## src/rtl/assert_macros.svh

```systemverilog
// Assertion helpers, included by the top-level RTL file.
`ifndef ASSERT_MACROS_SVH
`define ASSERT_MACROS_SVH

`ifndef NO_ASSERTIONS

// Same-cycle implication, quiet during reset.
`define ASSERT_IMPLIES(label, clk, rst_n, ante, cons, msg) \
  label: assert property (@(posedge clk) disable iff (!rst_n) (ante) |-> (cons)) \
    else $error(msg);

// Next-cycle implication, quiet during reset.
`define ASSERT_NEXT(label, clk, rst_n, ante, cons, msg) \
  label: assert property (@(posedge clk) disable iff (!rst_n) (ante) |=> (cons)) \
    else $error(msg);

`else

`define ASSERT_IMPLIES(label, clk, rst_n, ante, cons, msg)
`define ASSERT_NEXT(label, clk, rst_n, ante, cons, msg)

`endif

`endif

```

## src/rtl/sib_pkg.sv

```systemverilog
`default_nettype none

package sib_pkg;

  localparam int unsigned SIB_DEPTH      = 16;
  localparam int unsigned SIB_VALUE_BITS = 32;

  localparam int unsigned STATUS_BITS = 3;
  localparam int unsigned COUNT_BITS  = 5;
  localparam int unsigned AMODE_BITS  = 3;
  localparam int unsigned CAP_BITS    = 5;
  localparam int unsigned CFG_BITS    = 5;
  localparam int unsigned OP_BITS     = 2;

  // Input item codes
  localparam logic [OP_BITS-1:0] OP_INSERT = 2'd0;
  localparam logic [OP_BITS-1:0] OP_READ   = 2'd1;
  localparam logic [OP_BITS-1:0] OP_CLEAR  = 2'd2;

  // Result status codes
  localparam logic [STATUS_BITS-1:0] ST_INSERTED   = 3'd0;
  localparam logic [STATUS_BITS-1:0] ST_FILTERED   = 3'd1;
  localparam logic [STATUS_BITS-1:0] ST_FULL       = 3'd2;
  localparam logic [STATUS_BITS-1:0] ST_READ_ENTRY = 3'd3;
  localparam logic [STATUS_BITS-1:0] ST_READ_EMPTY = 3'd4;
  localparam logic [STATUS_BITS-1:0] ST_CLEARED    = 3'd5;

  // Placement modes
  localparam logic [AMODE_BITS-1:0] AM_APPEND   = 3'd0;
  localparam logic [AMODE_BITS-1:0] AM_FRONT    = 3'd1;
  localparam logic [AMODE_BITS-1:0] AM_SORTED   = 3'd2;
  localparam logic [AMODE_BITS-1:0] AM_SORT_POS = 3'd3;
  localparam logic [AMODE_BITS-1:0] AM_SORT_NEG = 3'd4;

  // Register indexes
  localparam logic REG_ARRAY_MODE = 1'b0;
  localparam logic REG_CAPACITY   = 1'b1;

  localparam logic [CAP_BITS-1:0] CAP_RESET = 5'd16;

  typedef struct packed {
    logic insert;
    logic clear;
    logic read_start;
    logic read_beat;
  } sib_cmd_t;

  typedef struct packed {
    logic empty;
    logic cnt_one;
    logic rem_one;
  } sib_stat_t;

endpackage

`default_nettype wire

```

## src/rtl/sib_datapath.sv

```systemverilog
`default_nettype none

module sib_datapath #(
  parameter int unsigned DEPTH      = sib_pkg::SIB_DEPTH,
  parameter int unsigned VALUE_BITS = sib_pkg::SIB_VALUE_BITS
) (
  input  logic                                  clk_i,
  input  logic                                  rst_ni,
  input  logic                                  cfg_we_i,
  input  logic                                  cfg_idx_i,
  input  logic [sib_pkg::CFG_BITS-1:0]          cfg_wdata_i,
  input  logic signed [VALUE_BITS-1:0]          value_i,
  input  sib_pkg::sib_cmd_t                     cmd_i,
  output sib_pkg::sib_stat_t                    stat_o,
  output logic                                  result_strobe_o,
  output logic [sib_pkg::STATUS_BITS-1:0]       status_o,
  output logic signed [VALUE_BITS-1:0]          entry_value_o,
  output logic [sib_pkg::COUNT_BITS-1:0]        entry_count_o,
  output logic                                  is_last_o
);
  import sib_pkg::*;

  localparam int unsigned CNT_W = $clog2(DEPTH + 1);
  localparam int unsigned CMP_W = (CNT_W > COUNT_BITS) ? CNT_W : COUNT_BITS;

  logic signed [VALUE_BITS-1:0] cell_q [DEPTH];
  logic signed [VALUE_BITS-1:0] cell_d [DEPTH];
  logic signed [VALUE_BITS-1:0] prev_val [DEPTH];
  logic signed [VALUE_BITS-1:0] next_val [DEPTH];

  logic [CNT_W-1:0]      count_q, count_d;
  logic [CNT_W-1:0]      rem_q, rem_d;
  logic [AMODE_BITS-1:0] array_mode_q;
  logic [CAP_BITS-1:0]   capacity_q;

  logic [DEPTH-1:0] ge, shift_up;
  logic             sorted, front, neg, filtered, full, do_insert, do_rot;

  logic                         strobe_q, strobe_d;
  logic [STATUS_BITS-1:0]       res_status_q, res_status_d;
  logic signed [VALUE_BITS-1:0] res_value_q, res_value_d;
  logic                         res_last_q, res_last_d;
  logic [CMP_W-1:0]             cnt_ext;
  logic [COUNT_BITS-1:0]        res_count_q;

  // Neighbor taps of the cell row
  for (genvar g = 0; g < DEPTH; g++) begin : g_tap
    if (g == 0) begin : g_first
      assign prev_val[g] = cell_q[g];
    end else begin : g_prev
      assign prev_val[g] = cell_q[g-1];
    end
    if (g == DEPTH - 1) begin : g_last
      assign next_val[g] = cell_q[g];
    end else begin : g_next
      assign next_val[g] = cell_q[g+1];
    end
  end

  always_comb begin
    sorted   = (array_mode_q == AM_SORTED) || (array_mode_q == AM_SORT_POS) ||
               (array_mode_q == AM_SORT_NEG);
    front    = (array_mode_q == AM_FRONT);
    neg      = value_i[VALUE_BITS-1];
    filtered = ((array_mode_q == AM_SORT_POS) && (neg || (value_i == '0))) ||
               ((array_mode_q == AM_SORT_NEG) && !neg);
    full     = (CMP_W'(count_q) >= CMP_W'(capacity_q)) || (count_q == CNT_W'(DEPTH));
    do_insert = cmd_i.insert && !filtered && !full;
    do_rot    = (cmd_i.read_start && (count_q != '0)) || cmd_i.read_beat;

    // Each occupied cell flags whether the new value goes at or ahead of it
    for (int i = 0; i < DEPTH; i++) begin
      ge[i] = (CNT_W'(i) < count_q) &&
              (front ? (i == 0) : (sorted && (cell_q[i] >= value_i)));
    end
    // A cell shifts up when some lower cell already took the insert point
    for (int i = 0; i < DEPTH; i++) begin
      shift_up[i] = |(ge & ((DEPTH'(1) << i) - DEPTH'(1)));
    end

    for (int i = 0; i < DEPTH; i++) begin
      cell_d[i] = cell_q[i];
      if (do_insert) begin
        if (!shift_up[i] && (ge[i] || (CNT_W'(i) == count_q))) begin
          cell_d[i] = value_i;
        end else if (shift_up[i] && (CNT_W'(i) <= count_q)) begin
          cell_d[i] = prev_val[i];
        end
      end else if (do_rot) begin
        // rotate the occupied cells down by one beat
        if (CNT_W'(i + 1) < count_q) begin
          cell_d[i] = next_val[i];
        end else if (CNT_W'(i + 1) == count_q) begin
          cell_d[i] = cell_q[0];
        end
      end
    end
  end

  always_comb begin
    count_d      = count_q;
    rem_d        = rem_q;
    strobe_d     = 1'b0;
    res_status_d = res_status_q;
    res_value_d  = '0;
    res_last_d   = 1'b1;
    if (cmd_i.insert) begin
      strobe_d = 1'b1;
      priority if (filtered) begin
        res_status_d = ST_FILTERED;
      end else if (full) begin
        res_status_d = ST_FULL;
      end else begin
        res_status_d = ST_INSERTED;
        count_d      = count_q + CNT_W'(1);
      end
    end else if (cmd_i.clear) begin
      strobe_d     = 1'b1;
      res_status_d = ST_CLEARED;
      count_d      = '0;
    end else if (cmd_i.read_start) begin
      strobe_d = 1'b1;
      if (count_q == '0) begin
        res_status_d = ST_READ_EMPTY;
      end else begin
        res_status_d = ST_READ_ENTRY;
        res_value_d  = cell_q[0];
        res_last_d   = (count_q == CNT_W'(1));
        rem_d        = count_q - CNT_W'(1);
      end
    end else if (cmd_i.read_beat) begin
      strobe_d     = 1'b1;
      res_status_d = ST_READ_ENTRY;
      res_value_d  = cell_q[0];
      res_last_d   = (rem_q == CNT_W'(1));
      rem_d        = rem_q - CNT_W'(1);
    end
    cnt_ext = CMP_W'(count_d);
  end

  always_ff @(posedge clk_i or negedge rst_ni) begin
    if (!rst_ni) begin
      count_q      <= '0;
      rem_q        <= '0;
      strobe_q     <= 1'b0;
      array_mode_q <= AM_APPEND;
      capacity_q   <= CAP_RESET;
    end else begin
      count_q  <= count_d;
      rem_q    <= rem_d;
      strobe_q <= strobe_d;
      if (cfg_we_i) begin
        unique case (cfg_idx_i)
          REG_ARRAY_MODE: array_mode_q <= cfg_wdata_i[AMODE_BITS-1:0];
          REG_CAPACITY:   capacity_q   <= cfg_wdata_i[CAP_BITS-1:0];
          default:        capacity_q   <= capacity_q;
        endcase
      end
    end
  end

  always_ff @(posedge clk_i) begin
    cell_q       <= cell_d;
    res_status_q <= res_status_d;
    res_value_q  <= res_value_d;
    res_last_q   <= res_last_d;
    res_count_q  <= cnt_ext[COUNT_BITS-1:0];
  end

  assign stat_o.empty   = (count_q == '0);
  assign stat_o.cnt_one = (count_q == CNT_W'(1));
  assign stat_o.rem_one = (rem_q == CNT_W'(1));

  assign result_strobe_o = strobe_q;
  assign status_o        = res_status_q;
  assign entry_value_o   = res_value_q;
  assign entry_count_o   = res_count_q;
  assign is_last_o       = res_last_q;

endmodule

`default_nettype wire

```

## src/rtl/sib_ctrl.sv

```systemverilog
`default_nettype none

module sib_ctrl (
  input  logic                          clk_i,
  input  logic                          rst_ni,
  input  logic                          start,
  input  logic [sib_pkg::OP_BITS-1:0]   mode_i,
  input  sib_pkg::sib_stat_t            stat_i,
  output sib_pkg::sib_cmd_t             cmd_o,
  output logic                          busy
);
  import sib_pkg::*;

  typedef enum logic {
    S_IDLE,
    S_READ
  } state_e;

  state_e state_q;
  logic   busy_q;

  always_comb begin
    cmd_o = '0;
    unique case (state_q)
      S_IDLE: begin
        if (start) begin
          unique case (mode_i)
            OP_INSERT: cmd_o.insert = 1'b1;
            OP_CLEAR:  cmd_o.clear  = 1'b1;
            default:   cmd_o.read_start = 1'b1;
          endcase
        end
      end
      S_READ: cmd_o.read_beat = 1'b1;
      default: cmd_o = '0;
    endcase
  end

  always_ff @(posedge clk_i or negedge rst_ni) begin
    if (!rst_ni) begin
      state_q <= S_IDLE;
      busy_q  <= 1'b0;
    end else begin
      unique case (state_q)
        S_IDLE: begin
          // stay in place for a single-beat readout
          if (cmd_o.read_start && !stat_i.empty && !stat_i.cnt_one) begin
            state_q <= S_READ;
            busy_q  <= 1'b1;
          end
        end
        S_READ: begin
          if (stat_i.rem_one) begin
            state_q <= S_IDLE;
            busy_q  <= 1'b0;
          end
        end
        default: begin
          state_q <= S_IDLE;
          busy_q  <= 1'b0;
        end
      endcase
    end
  end

  assign busy = busy_q;

endmodule

`default_nettype wire

```

## src/rtl/sorted_insertion_buffer_unit.sv

```systemverilog
`default_nettype none

// Buffer of up to DEPTH signed fixed-point values, kept in a row of registers.
// An insert, a clear or a readout of an empty buffer gives a single beat: it
// shows on the result ports in the cycle after start, and busy stays low,
// so a new item may start in that same cycle. A readout of N stored
// entries gives N beats on consecutive cycles, the first in the cycle after
// start, and holds busy high while the remaining beats are issued; the row
// of cells rotates by one place per cycle to present each entry. The result
// strobe is high for exactly one cycle per beat and the receiver cannot
// stall it, so every beat must be taken when it shows. Storage needs no
// clearing pass after reset.
module sorted_insertion_buffer_unit #(
  parameter int unsigned DEPTH      = sib_pkg::SIB_DEPTH,
  parameter int unsigned VALUE_BITS = sib_pkg::SIB_VALUE_BITS
) (
  input  logic                             clk_i,
  input  logic                             rst_ni,
  input  logic                             cfg_we_i,
  input  logic                             cfg_idx_i,
  input  logic [sib_pkg::CFG_BITS-1:0]     cfg_wdata_i,
  input  logic                             start,
  output logic                             busy,
  input  logic [sib_pkg::OP_BITS-1:0]      mode_i,
  input  logic signed [VALUE_BITS-1:0]     value_i,
  output logic                             result_strobe_o,
  output logic [sib_pkg::STATUS_BITS-1:0]  status_o,
  output logic signed [VALUE_BITS-1:0]     entry_value_o,
  output logic [sib_pkg::COUNT_BITS-1:0]   entry_count_o,
  output logic                             is_last_o
);
  import sib_pkg::*;

  sib_cmd_t  cmd;
  sib_stat_t stat;

  sib_ctrl u_ctrl (
    .clk_i  (clk_i),
    .rst_ni (rst_ni),
    .start  (start),
    .mode_i (mode_i),
    .stat_i (stat),
    .cmd_o  (cmd),
    .busy   (busy)
  );

  sib_datapath #(
    .DEPTH      (DEPTH),
    .VALUE_BITS (VALUE_BITS)
  ) u_datapath (
    .clk_i           (clk_i),
    .rst_ni          (rst_ni),
    .cfg_we_i        (cfg_we_i),
    .cfg_idx_i       (cfg_idx_i),
    .cfg_wdata_i     (cfg_wdata_i),
    .value_i         (value_i),
    .cmd_i           (cmd),
    .stat_o          (stat),
    .result_strobe_o (result_strobe_o),
    .status_o        (status_o),
    .entry_value_o   (entry_value_o),
    .entry_count_o   (entry_count_o),
    .is_last_o       (is_last_o)
  );

`include "assert_macros.svh"

  // While streaming, every cycle carries a beat that is not the final one
  `ASSERT_IMPLIES(a_busy_streams, clk_i, rst_ni, busy, result_strobe_o && !is_last_o, "readout beat missing while busy")

  // Insert and clear answer with one final beat in the next cycle
  `ASSERT_NEXT(a_single_beat, clk_i, rst_ni, start && !busy && ((mode_i == OP_INSERT) || (mode_i == OP_CLEAR)), result_strobe_o && is_last_o, "single-beat result missing")

  // Only readout entries carry a stored value
  `ASSERT_IMPLIES(a_value_zero, clk_i, rst_ni, result_strobe_o && (status_o != ST_READ_ENTRY), entry_value_o == '0, "nonzero value outside readout")

  // Controller never issues two commands at once
  `ASSERT_IMPLIES(a_cmd_onehot, clk_i, rst_ni, 1'b1, $onehot0(cmd), "conflicting datapath commands")

endmodule

`default_nettype wire
```

## config.mk

```make
export PLATFORM = sky130hd
export DESIGN_NAME = sorted_insertion_buffer_unit
export DESIGN_NICKNAME = d
export VERILOG_FILES = /design/src/rtl/sib_pkg.sv /design/src/rtl/sib_datapath.sv /design/src/rtl/sib_ctrl.sv /design/src/rtl/sorted_insertion_buffer_unit.sv
export VERILOG_INCLUDE_DIRS = /design/src /design/src/rtl
export SDC_FILE = /design/constraint.sdc
export NUM_CORES = 2
export LEC_CHECK = 0
export BUFFER_PORTS_ARGS = -buffer_cell sky130_fd_sc_hd__buf_2
export CORE_MARGIN = 2
export CORE_UTILIZATION = 50
export DETAILED_ROUTE_END_ITERATION = 16
export PLACE_DENSITY = 0.66
export SETUP_SLACK_MARGIN = 0.1
export SLEW_MARGIN = 25
export SYNTH_ARGS = -nofsm -noshare
export SYNTH_HDL_FRONTEND = slang
export SYNTH_SLANG_ARGS = --single-unit
```

## constraint.sdc

```tcl
create_clock -name clk_i -period 6.8 [get_ports clk_i]
set_input_delay 0 -clock clk_i [delete_from_list [all_inputs] [get_ports clk_i]]
set_output_delay 0 -clock clk_i [all_outputs]
set_load 0.1 [all_outputs]
```

==> metrics.cfg <==
[floorplan]
dieArea_um2=92500
fp.coreArea_um2=89600
ios=87
initial_core_util_pct=50.3
std_cell_rows=110
dieWidth_um=304
die_h_um=304

[setup_path]
setup.worst_path.class=in2reg
endpoint_kind=flip-flop
critPathArrivalTime_ps=6110
reg2reg_to=u_datapath.cell_q[153]$_DFFE_PP_
crit_required_ps=7080
cp_max_fo=35
start_kind=input pin
reg2reg_depth=12
r2r_start=u_datapath.cell_q[413]$_DFFE_PP_
r2r_slack_ps=1370

[route]
drt-initial-drc-count=5484
routed_wl_um=160000
firstDrtPassIters=6
ant_nets=0
wl_per_cell_um=26.8
drc=0
vias=40200
avgViaCountPerCell=6.74

[logic_synthesis]
ys.flop_type=edfxtp_1
ys_seq_area_share_pct=37.2
synth-edff-count=515
synth_top_cell_by_area=edfxtp_1
synth.most_common_cell=ha_1
synth-seq-cells=574
syn_area_um2=45000
synth_warnings=0
synth.distinct_cells=84
syn_area_per_cell_um2=9.43
synthTopCellsByCount=ha_1, edfxtp_1, a21oi_1, nand2_1, clkbuf_1
syn_inst=4773
syn_nets=5341
synth.area.top_cells=edfxtp_1, ha_1, mux2i_1, a21oi_1, a211oi_1
yosys.area.top_type_share_pct=34.3
synthArstFlopShare_pct=3.66

[place]
dp.cells=5779
dp_hpwl_um=117000
place.gp.congestion=0.996
portBuffers=86

[clock_tree]
cts-resized-gates=0
clockBufferDepth=3
htreeDepth=3
postCtsSetupRepairBufs=0
tritoncts=done
cts_sinks=574
cts_hold_buf=48
clock_latency_ps=650
clk_pin_slew_worst_paths_ps=60
cts_made_buffers=72
ctsRootBufferMaster=clkbuf_16

[sta]
tns_ps=0
min_period_ps=5830
worst_slew_pin_slew_ps=1210
finalSetupViolCount=0
hold_ws_ps=67.0
fin_crit_sh_pct=85.7
fmax_ghz=0.172
rsz0062_at_grt=no
final_max_slew_viol_count=0
max_slew_margin_pct=18.9
skew_ps=23.4
timing_hold_violations_final=0

[min_path]
holdCritPathClass=in2reg
hold_depth=4
worstHoldStart=value_i[12]
hold_path_end=u_datapath.cell_q[108]$_DFFE_PP_

[run_status]
status=completed

[final_layout]
fin_nets=5294
area_growth_pct=9.82
multi_input_area_um2=26700
fillers=7935
drive_gt1_share_pct=8.80
regArea_um2=16800
finalNonFillerCells=5962

[pwr]
peakVddDrop_mv=0.226
power.density_nw_per_um2=324
p_leak_nw=19.8

[flow_run]
cap_violations=0

[global_routing]
grt_start_max_net_pins=201
grt_usage_pct=33.4
grt_pass1_wl_um=240000
first_global_vias=38200
antenna_found_initial=2
overflow=0

[critical path: stages]
cell	delay, ps
dlygate4sd3_1	570
buf_2	300
inv_1	480
ha_1	480
nand4_1	210
nor4_1	800
nand2_1	160
o211ai_1	170
xor2_1	250
a211oi_1	220
nor3_1	840
and3_2	800
mux2i_1	260
a21o_1	130
buf_4	390
[registers in the layout, summed over array words and instances (netlist names), 3 cells and up]
| register | count |
|---|---|
| u_datapath.array_mode_q | 3 |
| u_datapath.capacity_q | 5 |
| u_datapath.cell_q | 512 |
| u_datapath.count_q | 5 |
| u_datapath.entry_count_o | 5 |
| u_datapath.entry_value_o | 32 |
| u_datapath.rem_q | 5 |
| u_datapath.status_o | 3 |
[power by group]
| group | internal, mW | switching, mW | leakage (nW) |
|---|---|---|---|
| clock network | 2.19 | 1.62 | 1.09 |
| logic | 2.19 | 4.39 | 13.4 |
| registers | 4.79 | 0.840 | 5.22 |
[metal layers]
layer,share of wire (%),track usage [%]
met1,42,47.3
met2,44,50.9
met3,10,5.31
met4,4.1,13.7
met5,0.0056,0
[cell families (layout without fill, tap and decap cells)]
kind of cell	Yosys count	count (layout)	share of synthesized area [%]
muxes	331	331	7.47
DFF	574	574	37.2
adders and majority gates	524	524	14.6
other	0	3	0
AOI/OAI and AO/OA	1428	1428	20.3
xor gates and xnor gates	9	9	0.175
and+or+nand+nor	1453	1453	16.1
buffers and inverters	454	464	4.20
[through the flow]
| step | setup WS (ps) | instance area, um^2 | util [%] | power, mW |
|---|---|---|---|---|
| CTS | 1220 | 49400 | 55.2 | 15.8 |
| detailed placement | 1150 | 46700 | 52.1 | 12.0 |
| finish | 970 | 49500 | 55.2 | 16.0 |
| floorplan | 914 | 45000 | - | 9.91 |
| global placement | 1040 | 46600 | 52.1 | 11.9 |
| global route | 931 | 49400 | 55.2 | 16.7 |
[how the worst max path moves through the flow]
stage	start	end	slack, ps	cells after the start
6_report	value_i[28]	u_datapath.cell_q[153]$_DFFE_PP_	970	15
5_1_grt	value_i[28]	u_datapath.cell_q[153]$_DFFE_PP_	930	15
4_1_cts	value_i[28]	u_datapath.cell_q[153]$_DFFE_PP_	1220	15
3_5_place_dp	value_i[28]	u_datapath.cell_q[150]$_DFFE_PP_	1150	14
3_3_place_gp	value_i[25]	u_datapath.cell_q[152]$_DFFE_PP_	1040	15
2_1_floorplan	u_datapath.cell_q[205]$_DFFE_PP_	u_datapath.cell_q[0]$_DFFE_PP_	910	13
[layout by cell type, fill, tap and decap left out, types with 92 or more instances in the layout]
master / instances
buf_4: 120
a21oi_1: 480
mux2i_1: 292
o311a_1: 92
a211oi_1: 281
nand3_1: 199
nor2b_1: 204
o21ai_0: 251
ha_1: 524
edfxtp_1: 515
nor2_1: 211
nand4_1: 103
nand2_1: 446
[cell type report]
class / count / share of cell area, %
Clock buffer: 106 / 4.20
Clock inverter: 25 / 0.342
Antenna cell: 3 / 0.0152
Multi-Input combinational cell: 3745 / 54.0
Tap cell: 1176 / 2.98
Inverter: 71 / 0.539
Timing Repair Buffer: 262 / 4.01
Sequential cell: 574 / 33.9
Note: power is estimated with default switching activity, not from simulation.
